--- config.mk ---
export PLATFORM = sky130hd
export DESIGN_NAME = report_frame_builder_crc16_flat
export DESIGN_NICKNAME = d
export VERILOG_FILES = /design/src/rfb_pkg.sv /design/src/rfb_ifs.sv /design/src/rfb_framer.sv /design/src/report_frame_builder_crc16.sv /design/src/flat_wrapper.sv
export VERILOG_INCLUDE_DIRS = /design/src /design/src/src
export SDC_FILE = /design/constraint.sdc
export NUM_CORES = 1
export LEC_CHECK = 0
export ABC_AREA = 1
export BUFFER_PORTS_ARGS = -buffer_cell sky130_fd_sc_hd__buf_2
export CORE_MARGIN = 4
export CORE_UTILIZATION = 35
export DETAILED_ROUTE_END_ITERATION = 10
export PLACE_DENSITY = 0.61
export REMOVE_ABC_BUFFERS = 1
export SYNTH_ARGS = -nofsm -noshare
export SYNTH_HDL_FRONTEND = slang
export SYNTH_SLANG_ARGS = --single-unit
--- constraint.sdc ---
create_clock -name clk -period 9.62 [get_ports clk]
set_input_delay 1.443 -clock clk [delete_from_list [all_inputs] [get_ports clk]]
set_output_delay 1.443 -clock clk [all_outputs]
set_load 0.05 [all_outputs]
--- src/report_frame_builder_crc16_defines.svh ---
// assertion macros shared by the report frame builder modules
`ifndef REPORT_FRAME_BUILDER_CRC16_DEFINES_SVH
`define REPORT_FRAME_BUILDER_CRC16_DEFINES_SVH

// same-cycle implication, checked on clk, off while rst is high
`define RFB_ASSERT_SAME(label, ante, cons, msg) \
  label: assert property (@(posedge clk) disable iff (rst) (ante) |-> (cons)) \
    else $error(msg);

// next-cycle implication, checked on clk, off while rst is high
`define RFB_ASSERT_NEXT(label, ante, cons, msg) \
  label: assert property (@(posedge clk) disable iff (rst) (ante) |=> (cons)) \
    else $error(msg);

`endif

--- src/rfb_pkg.sv ---
// shared types, constants and the crc step for the report frame builder
package rfb_pkg;

  localparam int unsigned FrameLen = 21;
  localparam int unsigned PosW     = 5;
  localparam int unsigned AddrW    = 5;

  localparam logic [PosW-1:0] PosHdr0    = 5'd0;
  localparam logic [PosW-1:0] PosHdr1    = 5'd1;
  localparam logic [PosW-1:0] PosVersion = 5'd2;
  localparam logic [PosW-1:0] PosMsgType = 5'd3;
  localparam logic [PosW-1:0] PosPayLen  = 5'd4;
  localparam logic [PosW-1:0] PosSeq     = 5'd5;
  localparam logic [PosW-1:0] PosRaw0    = 5'd6;
  localparam logic [PosW-1:0] PosRaw1    = 5'd7;
  localparam logic [PosW-1:0] PosRaw2    = 5'd8;
  localparam logic [PosW-1:0] PosRaw3    = 5'd9;
  localparam logic [PosW-1:0] PosWgt0    = 5'd10;
  localparam logic [PosW-1:0] PosWgt1    = 5'd11;
  localparam logic [PosW-1:0] PosWgt2    = 5'd12;
  localparam logic [PosW-1:0] PosWgt3    = 5'd13;
  localparam logic [PosW-1:0] PosThr0    = 5'd14;
  localparam logic [PosW-1:0] PosThr1    = 5'd15;
  localparam logic [PosW-1:0] PosDevice  = 5'd16;
  localparam logic [PosW-1:0] PosCrcLo   = 5'd17;
  localparam logic [PosW-1:0] PosCrcHi   = 5'd18;
  localparam logic [PosW-1:0] PosTail0   = 5'd19;
  localparam logic [PosW-1:0] PosLast    = 5'd20;

  localparam logic [15:0] CrcInit = 16'hFFFF;
  localparam logic [15:0] CrcPoly = 16'hA001;

  typedef enum logic [2:0] {
    REG_HEADER_FIRST     = 3'd0,
    REG_HEADER_SECOND    = 3'd1,
    REG_PROTOCOL_VERSION = 3'd2,
    REG_MESSAGE_TYPE     = 3'd3,
    REG_PAYLOAD_LENGTH   = 3'd4,
    REG_TAIL_FIRST       = 3'd5,
    REG_TAIL_SECOND      = 3'd6,
    REG_NONE             = 3'd7
  } reg_idx_t;

  typedef struct packed {
    logic [7:0]         sequence_number;
    logic signed [31:0] raw_sample;
    logic [31:0]        weight_tenths;
    logic [15:0]        threshold_grams;
    logic [3:0]         device_type;
  } item_t;

  typedef struct packed {
    logic [7:0] header_first;
    logic [7:0] header_second;
    logic [7:0] protocol_version;
    logic [7:0] message_type;
    logic [7:0] payload_length;
    logic [7:0] tail_first;
    logic [7:0] tail_second;
  } cfg_t;

  typedef struct packed {
    logic can_load;
  } framer_status_t;

  // one byte through crc-16/modbus, lsb first
  function automatic logic [15:0] crc_byte(logic [15:0] crc_in, logic [7:0] data);
    logic [15:0] c;
    c = crc_in ^ {8'h00, data};
    for (int b = 0; b < 8; b++) begin
      c = c[0] ? ((c >> 1) ^ CrcPoly) : (c >> 1);
    end
    return c;
  endfunction

endpackage

--- src/rfb_ifs.sv ---
// valid/ready channel interfaces for report items and frame bytes
interface rfb_item_if;
  logic               valid;
  logic               ready;
  logic [7:0]         sequence_number;
  logic signed [31:0] raw_sample;
  logic [31:0]        weight_tenths;
  logic [15:0]        threshold_grams;
  logic [3:0]         device_type;

  modport source (output valid, sequence_number, raw_sample, weight_tenths,
                  threshold_grams, device_type, input ready);
  modport sink (input valid, sequence_number, raw_sample, weight_tenths,
                threshold_grams, device_type, output ready);
endinterface

interface rfb_byte_if;
  logic       valid;
  logic       ready;
  logic [7:0] frame_byte;
  logic [4:0] byte_position;
  logic       last_byte;

  modport source (output valid, frame_byte, byte_position, last_byte, input ready);
  modport sink (input valid, frame_byte, byte_position, last_byte, output ready);
endinterface

--- src/rfb_framer.sv ---
// frame serializer: one byte per cycle unless stalled, with a running crc, output register
`include "report_frame_builder_crc16_defines.svh"

module rfb_framer (
  input  logic                    clk,
  input  logic                    rst,
  input  logic                    load,
  input  rfb_pkg::item_t          item_d,
  input  rfb_pkg::cfg_t           cfg,
  output rfb_pkg::framer_status_t status,
  rfb_byte_if.source              result
);

  logic                       busy;
  logic [rfb_pkg::PosW-1:0]   pos;
  logic [15:0]                crc;
  logic [15:0]                crc_next;
  rfb_pkg::item_t             cur;
  logic                       out_valid;
  logic [7:0]                 out_byte;
  logic [rfb_pkg::PosW-1:0]   out_pos;
  logic                       out_last;
  logic                       out_adv;
  logic [7:0]                 cur_byte;
  logic                       in_crc;

  assign out_adv         = !out_valid || result.ready;
  assign status.can_load = !busy || (out_adv && (pos == rfb_pkg::PosLast));

  always_comb begin
    case (pos)
      rfb_pkg::PosHdr0:    cur_byte = cfg.header_first;
      rfb_pkg::PosHdr1:    cur_byte = cfg.header_second;
      rfb_pkg::PosVersion: cur_byte = cfg.protocol_version;
      rfb_pkg::PosMsgType: cur_byte = cfg.message_type;
      rfb_pkg::PosPayLen:  cur_byte = cfg.payload_length;
      rfb_pkg::PosSeq:     cur_byte = cur.sequence_number;
      rfb_pkg::PosRaw0:    cur_byte = cur.raw_sample[7:0];
      rfb_pkg::PosRaw1:    cur_byte = cur.raw_sample[15:8];
      rfb_pkg::PosRaw2:    cur_byte = cur.raw_sample[23:16];
      rfb_pkg::PosRaw3:    cur_byte = cur.raw_sample[31:24];
      rfb_pkg::PosWgt0:    cur_byte = cur.weight_tenths[7:0];
      rfb_pkg::PosWgt1:    cur_byte = cur.weight_tenths[15:8];
      rfb_pkg::PosWgt2:    cur_byte = cur.weight_tenths[23:16];
      rfb_pkg::PosWgt3:    cur_byte = cur.weight_tenths[31:24];
      rfb_pkg::PosThr0:    cur_byte = cur.threshold_grams[7:0];
      rfb_pkg::PosThr1:    cur_byte = cur.threshold_grams[15:8];
      rfb_pkg::PosDevice:  cur_byte = {4'h0, cur.device_type};
      rfb_pkg::PosCrcLo:   cur_byte = crc[7:0];
      rfb_pkg::PosCrcHi:   cur_byte = crc[15:8];
      rfb_pkg::PosTail0:   cur_byte = cfg.tail_first;
      rfb_pkg::PosLast:    cur_byte = cfg.tail_second;
      default:             cur_byte = 8'h00;
    endcase
  end

  // crc covers version through device code
  assign in_crc   = (pos >= rfb_pkg::PosVersion) && (pos <= rfb_pkg::PosDevice);
  assign crc_next = in_crc ? rfb_pkg::crc_byte(crc, cur_byte) : crc;

  always_ff @(posedge clk) begin
    if (rst) begin
      busy      <= 1'b0;
      pos       <= '0;
      out_valid <= 1'b0;
    end else begin
      if (out_adv) begin
        out_valid <= busy;
      end
      if (load) begin
        busy <= 1'b1;
        pos  <= '0;
      end else if (busy && out_adv) begin
        pos <= pos + 1'b1;
        if (pos == rfb_pkg::PosLast) begin
          busy <= 1'b0;
        end
      end
    end
  end

  always_ff @(posedge clk) begin
    if (out_adv && busy) begin
      out_byte <= cur_byte;
      out_pos  <= pos;
      out_last <= (pos == rfb_pkg::PosLast);
    end
    if (load) begin
      cur <= item_d;
      crc <= rfb_pkg::CrcInit;
    end else if (busy && out_adv) begin
      crc <= crc_next;
    end
  end

  assign result.valid         = out_valid;
  assign result.frame_byte    = out_byte;
  assign result.byte_position = out_pos;
  assign result.last_byte     = out_last;

  `RFB_ASSERT_SAME(a_pos_range, busy, pos <= rfb_pkg::PosLast, "frame position past end")
  `RFB_ASSERT_SAME(a_last_pos, out_valid, out_last == (out_pos == rfb_pkg::PosLast), "last flag off its position")
  `RFB_ASSERT_NEXT(a_pos_step, busy && out_adv && !load, out_valid && (out_pos == $past(pos)), "emitted position skipped")
  `RFB_ASSERT_SAME(a_load_ok, load, status.can_load, "frame loaded while serializer busy")

endmodule

--- src/report_frame_builder_crc16.sv ---
// report frame builder top: config registers, input register, frame serializer
// a report taken into the input register moves to the serializer once it can load;
//   its first frame byte (position 0) is then registered in the output register
// the output register sends one frame byte per cycle while the receiver is ready;
//   the next report waits in the input register meanwhile
// reset (synchronous, active high) empties the input and output registers and
//   returns every config register to its default
`include "report_frame_builder_crc16_defines.svh"

module report_frame_builder_crc16 (
  input  logic                      clk,
  input  logic                      rst,
  input  logic                      psel,
  input  logic                      penable,
  input  logic                      pwrite,
  input  logic [rfb_pkg::AddrW-1:0] paddr,
  input  logic [31:0]               pwdata,
  output logic [31:0]               prdata,
  output logic                      pready,
  rfb_item_if.sink                  item,
  rfb_byte_if.source                result
);

  // config register file
  rfb_pkg::cfg_t          cfg;
  rfb_pkg::reg_idx_t      reg_idx;
  logic                   cfg_write;

  // input register holding the next report
  logic                   hold_valid;
  rfb_pkg::item_t         hold;
  logic                   load;
  logic                   item_take;
  rfb_pkg::framer_status_t fstat;

  assign pready    = 1'b1;
  assign reg_idx   = rfb_pkg::reg_idx_t'(paddr[rfb_pkg::AddrW-1:2]);
  assign cfg_write = psel && penable && pwrite && pready;

  always_ff @(posedge clk) begin
    if (rst) begin
      cfg.header_first     <= 8'd0;
      cfg.header_second    <= 8'd0;
      cfg.protocol_version <= 8'd1;
      cfg.message_type     <= 8'd0;
      cfg.payload_length   <= 8'd11;
      cfg.tail_first       <= 8'd0;
      cfg.tail_second      <= 8'd0;
    end else if (cfg_write) begin
      // writes beyond the last register are dropped
      unique case (reg_idx)
        rfb_pkg::REG_HEADER_FIRST:     cfg.header_first     <= pwdata[7:0];
        rfb_pkg::REG_HEADER_SECOND:    cfg.header_second    <= pwdata[7:0];
        rfb_pkg::REG_PROTOCOL_VERSION: cfg.protocol_version <= pwdata[7:0];
        rfb_pkg::REG_MESSAGE_TYPE:     cfg.message_type     <= pwdata[7:0];
        rfb_pkg::REG_PAYLOAD_LENGTH:   cfg.payload_length   <= pwdata[7:0];
        rfb_pkg::REG_TAIL_FIRST:       cfg.tail_first       <= pwdata[7:0];
        rfb_pkg::REG_TAIL_SECOND:      cfg.tail_second      <= pwdata[7:0];
        rfb_pkg::REG_NONE:             ;
      endcase
    end
  end

  // read back, zero extended
  always_comb begin
    unique case (reg_idx)
      rfb_pkg::REG_HEADER_FIRST:     prdata = {24'h0, cfg.header_first};
      rfb_pkg::REG_HEADER_SECOND:    prdata = {24'h0, cfg.header_second};
      rfb_pkg::REG_PROTOCOL_VERSION: prdata = {24'h0, cfg.protocol_version};
      rfb_pkg::REG_MESSAGE_TYPE:     prdata = {24'h0, cfg.message_type};
      rfb_pkg::REG_PAYLOAD_LENGTH:   prdata = {24'h0, cfg.payload_length};
      rfb_pkg::REG_TAIL_FIRST:       prdata = {24'h0, cfg.tail_first};
      rfb_pkg::REG_TAIL_SECOND:      prdata = {24'h0, cfg.tail_second};
      rfb_pkg::REG_NONE:             prdata = 32'h0;
    endcase
  end

  // the input register frees up in the same cycle its report moves to the
  // serializer, so a new transaction is taken while the last frame drains
  assign load       = hold_valid && fstat.can_load;
  assign item.ready = !hold_valid || load;
  assign item_take  = item.valid && item.ready;

  always_ff @(posedge clk) begin
    if (rst) begin
      hold_valid <= 1'b0;
    end else if (item_take) begin
      hold_valid <= 1'b1;
    end else if (load) begin
      hold_valid <= 1'b0;
    end
  end

  always_ff @(posedge clk) begin
    if (item_take) begin
      hold.sequence_number <= item.sequence_number;
      hold.raw_sample      <= item.raw_sample;
      hold.weight_tenths   <= item.weight_tenths;
      hold.threshold_grams <= item.threshold_grams;
      hold.device_type     <= item.device_type;
    end
  end

  // serializer: header, fields, crc and tail, one byte per output transaction
  rfb_framer u_framer (
    .clk    (clk),
    .rst    (rst),
    .load   (load),
    .item_d (hold),
    .cfg    (cfg),
    .status (fstat),
    .result (result)
  );

  `RFB_ASSERT_NEXT(a_hold_kept, hold_valid && !load, hold_valid, "waiting report dropped")
  `RFB_ASSERT_SAME(a_no_overrun, item_take, !hold_valid || load, "input register overwritten")
  `RFB_ASSERT_NEXT(a_load_empties, load && !item_take, !hold_valid, "loaded report still pending")

endmodule

--- src/flat_wrapper.sv ---
// flat-port wrapper written by rule: the top's interface ports become plain ports
module report_frame_builder_crc16_flat 
  (clk, rst, psel, penable, pwrite, paddr, pwdata, prdata, pready, item_valid, item_sequence_number, item_raw_sample, item_weight_tenths, item_threshold_grams, item_device_type, item_ready, result_valid, result_frame_byte, result_byte_position, result_last_byte, result_ready);
  rfb_item_if item_i ();
  rfb_byte_if result_i ();
  input  logic clk;
  input  logic rst;
  input  logic psel;
  input  logic penable;
  input  logic pwrite;
  input  logic [rfb_pkg::AddrW-1:0] paddr;
  input  logic [31:0] pwdata;
  output logic [31:0] prdata;
  output logic pready;
  input wire logic [$bits(item_i.valid)-1:0] item_valid;
  input wire logic [$bits(item_i.sequence_number)-1:0] item_sequence_number;
  input wire logic [$bits(item_i.raw_sample)-1:0] item_raw_sample;
  input wire logic [$bits(item_i.weight_tenths)-1:0] item_weight_tenths;
  input wire logic [$bits(item_i.threshold_grams)-1:0] item_threshold_grams;
  input wire logic [$bits(item_i.device_type)-1:0] item_device_type;
  output wire logic [$bits(item_i.ready)-1:0] item_ready;
  output wire logic [$bits(result_i.valid)-1:0] result_valid;
  output wire logic [$bits(result_i.frame_byte)-1:0] result_frame_byte;
  output wire logic [$bits(result_i.byte_position)-1:0] result_byte_position;
  output wire logic [$bits(result_i.last_byte)-1:0] result_last_byte;
  input wire logic [$bits(result_i.ready)-1:0] result_ready;
  assign item_i.valid = item_valid;
  assign item_i.sequence_number = item_sequence_number;
  assign item_i.raw_sample = item_raw_sample;
  assign item_i.weight_tenths = item_weight_tenths;
  assign item_i.threshold_grams = item_threshold_grams;
  assign item_i.device_type = item_device_type;
  assign item_ready = item_i.ready;
  assign result_valid = result_i.valid;
  assign result_frame_byte = result_i.frame_byte;
  assign result_byte_position = result_i.byte_position;
  assign result_last_byte = result_i.last_byte;
  assign result_i.ready = result_ready;
  report_frame_builder_crc16 u_core (.clk(clk), .rst(rst), .psel(psel), .penable(penable), .pwrite(pwrite), .paddr(paddr), .pwdata(pwdata), .prdata(prdata), .pready(pready), .item(item_i), .result(result_i));
endmodule
==> impl_metrics.json, run 1 <==
{
  "cpPeakStageDelay_ns": 0.99,
  "final_common_cell": "nand2_1",
  "slew_violations": 0,
  "top_usage_layer": "met2",
  "max-vdd-ir-drop_uv": 136,
  "crit_required_ns": 8.18,
  "clockBufferDepth": 3,
  "cts_tree": "yes",
  "setup_violations": 0,
  "clk_latency_ns": 0.54,
  "cellPowerDensity_mw_per_mm2": 196,
  "hold_end": "u_core.u_framer.cur[20]",
  "pwr-share-seq_pct": 51.8,
  "holdCritStartpoint": "u_core.hold[20]",
  "synth_area_per_cell_um2": 10.1,
  "crit_path_max_fanout": 9,
  "ys_seq_area_share_pct": 66.4,
  "cts_setup_buffers": 0,
  "ys.flop_type": "edfxtp_1",
  "drive_gt1_share_pct": 15.4,
  "finalWirelength_um": 31500,
  "syn_to_final_growth_pct": 18.2,
  "antenna_left": 0,
  "synth_edf_count": 198,
  "crit_top_cell": "buf_2",
  "dp.final_hpwl_um": 22400,
  "switching_power_uw": 609,
  "avgRoutedWirePerCell_um": 18.2,
  "cts_root_buf": "clkbuf_16",
  "die_area_mm2": 0.0354,
  "numCtsBuffers": 30,
  "finalHoldViolCount": 0,
  "first_global_vias": 8156,
  "htree_num_levels": 1,
  "drt_iter0_drc": 618,
  "grt.total_usage_pct": 17.2,
  "fin_setup_tns_ns": 0,
  "max_freq_mhz": 205,
  "antenna_found_initial": 0,
  "overflow": 0,
  "ioPinCount": 185,
  "synth_cell_types": 29,
  "r2r-end": "u_core.u_framer.crc[0]",
  "portBuffers": 133,
  "post-route-period-util_pct": 50.8,
  "syn_area_mm2": 0.0114,
  "period_minus_slack_ns": 4.88,
  "nFillCells": 2993,
  "worstPathArrival_ns": 3.44,
  "firstDrtPassIters": 5,
  "place_congestion": 0.906,
  "clk_pin_slew_ns": 0.06,
  "via_per_inst": 4.90,
  "coreArea_mm2": 0.0318,
  "postSynthCellCount": 1121,
  "drc": 0,
  "cpMaxStageDelayCell": "nor3_1",
  "r2r_slack_ns": 6.13,
  "regArea_mm2": 0.00755,
  "grt.met1_usage_pct": 23.3,
  "worst_pin_slew_ns": 1.25,
  "maxSlewHeadroom_pct": 15.8,
  "clkPwrFrac_pct": 42.3,
  "reg2regPathDepth": 22,
  "worstReg2RegStart": "u_core.u_framer.pos[0]",
  "power.leakage_nw": 5.58,
  "ctsResizeCount": 0,
  "vias": 8492,
  "fin_area_mm2": 0.0134,
  "rsz0062_at_grt": "false",
  "worstPathCellList": "buf_2 > inv_1 > nor3_1 > a22o_1 > a21oi_1 > o2111ai_1 > buf_2",
  "start_util_pct": 35.7,
  "multi_input_comb_area_mm2": 0.00336,
  "final_cell_mix": "nand2_1, edfxtp_1, nor2_1, buf_2, nand3_1",
  "min_path_type": "flip-flop to flip-flop",
  "whs_path_depth": 0,
  "met2_usage_pct": 27.7,
  "die_w_um": 188,
  "worst_setup_path_end_kind": "primary output",
  "synth_warnings": 0,
  "cap_violations": 0,
  "internal_power_mw": 2.03,
  "grt_max_degree": 75,
  "swShare_pct": 23.1,
  "synth_seq_cells": 278,
  "critPathLaunchType": "input pin",
  "grt_first_pass_wirelength_um": 47200,
  "outcome": "finished clean",
  "path_class": "input pin to primary output",
  "cts.sink_count": 278,
  "hold_buffers": 0,
  "finClkSkew_ns": 0.0101,
  "placed_area_mm2": 0.0125,
  "timing.final.ws_setup_ns": 4.74,
  "die_h_um": 188,
  "power_frac_comb_pct": 5.9,
  "final_nets": 1414,
  "antenna_cells": 0,
  "pre_cts_slack_ns": 4.79,
  "grtUsageMet3_pct": 2.80,
  "fp-row-count": 65,
  "async_reset_ff_share_pct": 0
}
-- power groups by stage --
stage	combinational, mW	clock, mW	sequential (mW)
finish	0.157	1.11	1.37
global route	0.172	1.19	1.37
CTS	0.157	1.14	1.37
detailed placement	0.157	0	1.39
global placement	0.155	0	1.39
floorplan	0.0848	0	1.40
-- stage by stage --
| step | std cells | total power, mW | hold slack [ns] | utilization [%] |
|---|---|---|---|---|
| finish | 1732 | 2.64 | 0.411 | 42.2 |
| global route | 1732 | 2.73 | 0.412 | 42.2 |
| CTS | 1732 | 2.66 | 0.413 | 42.2 |
| detailed placement | 1676 | 1.55 | 0.405 | 39.2 |
| global placement | 1676 | 1.55 | 0.403 | 39.2 |
| floorplan | 1097 | 1.48 | 0.400 | - |
-- cells in the mapped netlist, types with 7 or more instances --
library cell,n,area [um2]
nand2_1,275,1030
edfxtp_1,198,5950
nor2_1,177,664
nand3_1,98,490
dfxtp_1,80,1600
o21ai_0,69,345
inv_1,63,236
a21oi_1,32,160
buf_4,27,203
nand4_1,13,81.3
buf_2,11,55.1
a22o_1,10,87.6
clkbuf_1,9,33.8
o211ai_1,9,67.6
a22oi_1,8,60.1
o2111ai_1,8,70.1
nor3_1,7,35.0
-- routing by layer --
layer  vias to the layer above  wire, um
met5                         -         0
li1                       4108         -
met2                       362     14300
met3                        67      2270
met1                      3955     13700
met4                         0      1230
-- worst max path at each step --
stage	cells after the start	slack, ns	end	start
floorplan	9	1.67	u_core.u_framer.pos[0]	result_ready
global placement	7	4.82	prdata[0]	paddr[4]
detailed placement	7	4.79	prdata[2]	paddr[4]
CTS	7	4.79	prdata[2]	paddr[4]
global route	8	4.54	prdata[3]	paddr[4]
finish	7	4.74	prdata[4]	paddr[4]
-- cell families after synthesis --
family | synth area share, %
AOI/OAI and AO/OA | 7.40
adders and majority gates | 0.551
DFF | 66.4
buffers and inverters | 4.91
xor gates and xnor gates | 0.154
other | 0.0661
and+or+nand+nor | 20.5
-- critical path: cells and delay by family --
kind | cells | cell delay (ns)
simple gates | 1 | 0.99
buf+inv | 3 | 0.52
compound gates | 3 | 0.49
-- cell type report --
class | count | area share (%)
Tap cell | 435 | 4.05
Sequential cell | 278 | 56.2
Clock buffer | 35 | 5.89
Multi-Input combinational cell | 748 | 25.0
Clock inverter | 21 | 1.30
Inverter | 71 | 1.99
Timing Repair Buffer | 144 | 5.57
-- flip-flops by register name, summed over array words and instances (netlist names) --
signal and cells:
u_core.u_framer.result.frame_byte 8, u_core.hold 92, u_core.u_framer.pos 5, u_core.u_framer.busy 1, u_core.cfg 56, u_core.u_framer.result.valid 1
u_core.hold_valid 1, u_core.u_framer.cur 92, u_core.u_framer.result.byte_position 5, u_core.u_framer.crc 16, u_core.u_framer.result.last_byte 1
Power figures use the tool's default switching activity.
==> inputs of run 2 (changes only) <==
==> constraint.sdc (replaced) <==
create_clock -name clk -period 4.9 [get_ports clk]
set_input_delay 0.735 -clock clk [delete_from_list [all_inputs] [get_ports clk]]
set_output_delay 0.735 -clock clk [all_outputs]
set_load 0.05 [all_outputs]
==> run 2 against run 1 <==
Effect of this change: count of clock-buffer cells in the layout down 2; total power increased by 98%; worst hold slack got worse by 0.052 ns; final cell count rose by 0.17%; clock power increased by 100%; register-to-register slack worse by 4.7 ns; wire length fell by 0.59%.
==> impl_metrics.json, run 2 (synthesis results as in run 1) <==
{
  "outcome": "finished clean",
  "via_per_inst": 4.84,
  "swShare_pct": 22.8,
  "cts_setup_buffers": 0,
  "reg2regPathDepth": 22,
  "stdcell_count": 1735,
  "power.leakage_nw": 5.63,
  "post-place-cells": 1681,
  "final_common_cell": "nand2_1",
  "grt.total_usage_pct": 17.2,
  "die_h_um": 188,
  "vias": 8398,
  "cap_violations": 0,
  "drc": 0,
  "post-route-period-util_pct": 70.0,
  "power_frac_comb_pct": 6.0,
  "fp-row-count": 65,
  "rsz0062_at_grt": "false",
  "setup_violations": 0,
  "cts_root_buf": "clkbuf_16",
  "cts_tree": "yes",
  "clk_pin_slew_ns": 0.07,
  "finalHoldViolCount": 0,
  "final_nets": 1418,
  "worstPathArrival_ns": 3.93,
  "maxSlewHeadroom_pct": 30.2,
  "critPathLaunchType": "flip-flop",
  "whs_path_depth": 1,
  "holdWs_ns": 0.359,
  "worst_pin_slew_ns": 1.04,
  "overflow": 0,
  "portBuffers": 133,
  "final_cell_mix": "nand2_1, edfxtp_1, nor2_1, buf_2, nand3_1",
  "max-vdd-ir-drop_uv": 313,
  "period_minus_slack_ns": 3.43,
  "pwr-share-seq_pct": 51.5,
  "clk_latency_ns": 0.55,
  "start_util_pct": 35.7,
  "first_global_vias": 8233,
  "ctsResizeCount": 0,
  "internal_power_mw": 4.02,
  "cellPowerDensity_mw_per_mm2": 387,
  "dp.final_hpwl_um": 22700,
  "crit_required_ns": 5.40,
  "htree_num_levels": 1,
  "syn_to_final_growth_pct": 18.6,
  "cts.sink_count": 278,
  "slew_violations": 0,
  "drive_gt1_share_pct": 15.5,
  "hold_buffers": 0,
  "finClkSkew_ns": 0.00841,
  "clockBufferDepth": 3,
  "die_area_mm2": 0.0354,
  "biggestRegsByFlops": "u_core.hold: 92 flops, u_core.u_framer.cur: 92 flops, u_core.cfg: 56 flops",
  "antenna_left": 0,
  "avgRoutedWirePerCell_um": 18.1,
  "finalWirelength_um": 31400,
  "worst_setup_path_end_kind": "flip-flop",
  "switching_power_mw": 1.19,
  "die_w_um": 188,
  "path_class": "flip-flop to flip-flop",
  "grt_first_pass_wirelength_um": 47100,
  "clkPwrFrac_pct": 42.6,
  "numCtsBuffers": 29,
  "antenna_cells": 0,
  "place_congestion": 0.927,
  "grt_max_degree": 58,
  "fin_setup_tns_ns": 0,
  "power_mw": 5.21,
  "firstDrtPassIters": 6,
  "coreArea_mm2": 0.0318,
  "ioPinCount": 185,
  "antenna_found_initial": 0,
  "max_freq_mhz": 291,
  "crit_path_max_fanout": 6,
  "drt_iter0_drc": 680,
  "min_path_type": "input pin to flip-flop"
}
==> run 2: worst paths after layout <==
kind	startpoint	to	slack, ns
setup / recovery	u_core.u_framer.pos[1]	u_core.u_framer.crc[0]	1.47
hold / removal	item_raw_sample[1]	u_core.hold[53]	0.36
setup reg to reg	u_core.u_framer.pos[1]	u_core.u_framer.crc[0]	1.47
hold reg to reg	u_core.hold[67]	u_core.u_framer.cur[67]	0.41
==> run 2: layout make-up <==
cell class              count  area, um2
clock buffers              33        741
clock inverters            21        224
fillers                  3052      18300
inverters                  71        268
multi-input cells         748       3350
flip-flops and latches    278       7550
well taps                 435        544
repair buffers            149        798
==> run 2: per-stage QoR <==
step / util (%) / setup slack (ns) / area [um2]
6_report: 42.4 / 1.47 / 13500
2_1_floorplan: - / -2.34 / 11200
4_1_cts: 42.4 / 1.56 / 13500
3_5_place_dp: 39.3 / 1.57 / 12500
3_3_place_gp: 39.3 / 1.59 / 12500
5_1_grt: 42.4 / 1.18 / 13500
==> run 2: power groups by stage <==
stage / Combinational [mW] / Clock [mW] / Sequential, mW
3_5_place_dp: 0.312 / 0 / 2.73
6_report: 0.312 / 2.22 / 2.68
4_1_cts: 0.313 / 2.27 / 2.68
5_1_grt: 0.339 / 2.37 / 2.69
3_3_place_gp: 0.307 / 0 / 2.73
2_1_floorplan: 0.166 / 0 / 2.75
==> run 2: critical path: stages, from the launching register on <==
cell     delay, ns
dfxtp_1       0.36
inv_1         0.16
ha_1          0.26
nand2_1       0.13
nor2_1        0.79
nand2_1       0.11
nand2_1       0.10
nor2_1        0.09
nand2_1       0.16
nor2_1        0.10
nand2_1       0.10
nand2_1       0.06
nand2_1       0.13
nand2_1       0.07
nand2_1       0.16
nand2_1       0.07
nand2_1       0.09
nand2_1       0.07
nand3_1       0.11
nand2_1       0.09
nand2_1       0.06
nand3_1       0.06
nand2_1       0.06
==> run 2: layer usage <==
metal	wire length (um)	GRT usage, %
met5	0	0
met4	1680	8.58
met3	2310	3.00
met2	14000	27.3
met1	13300	22.7
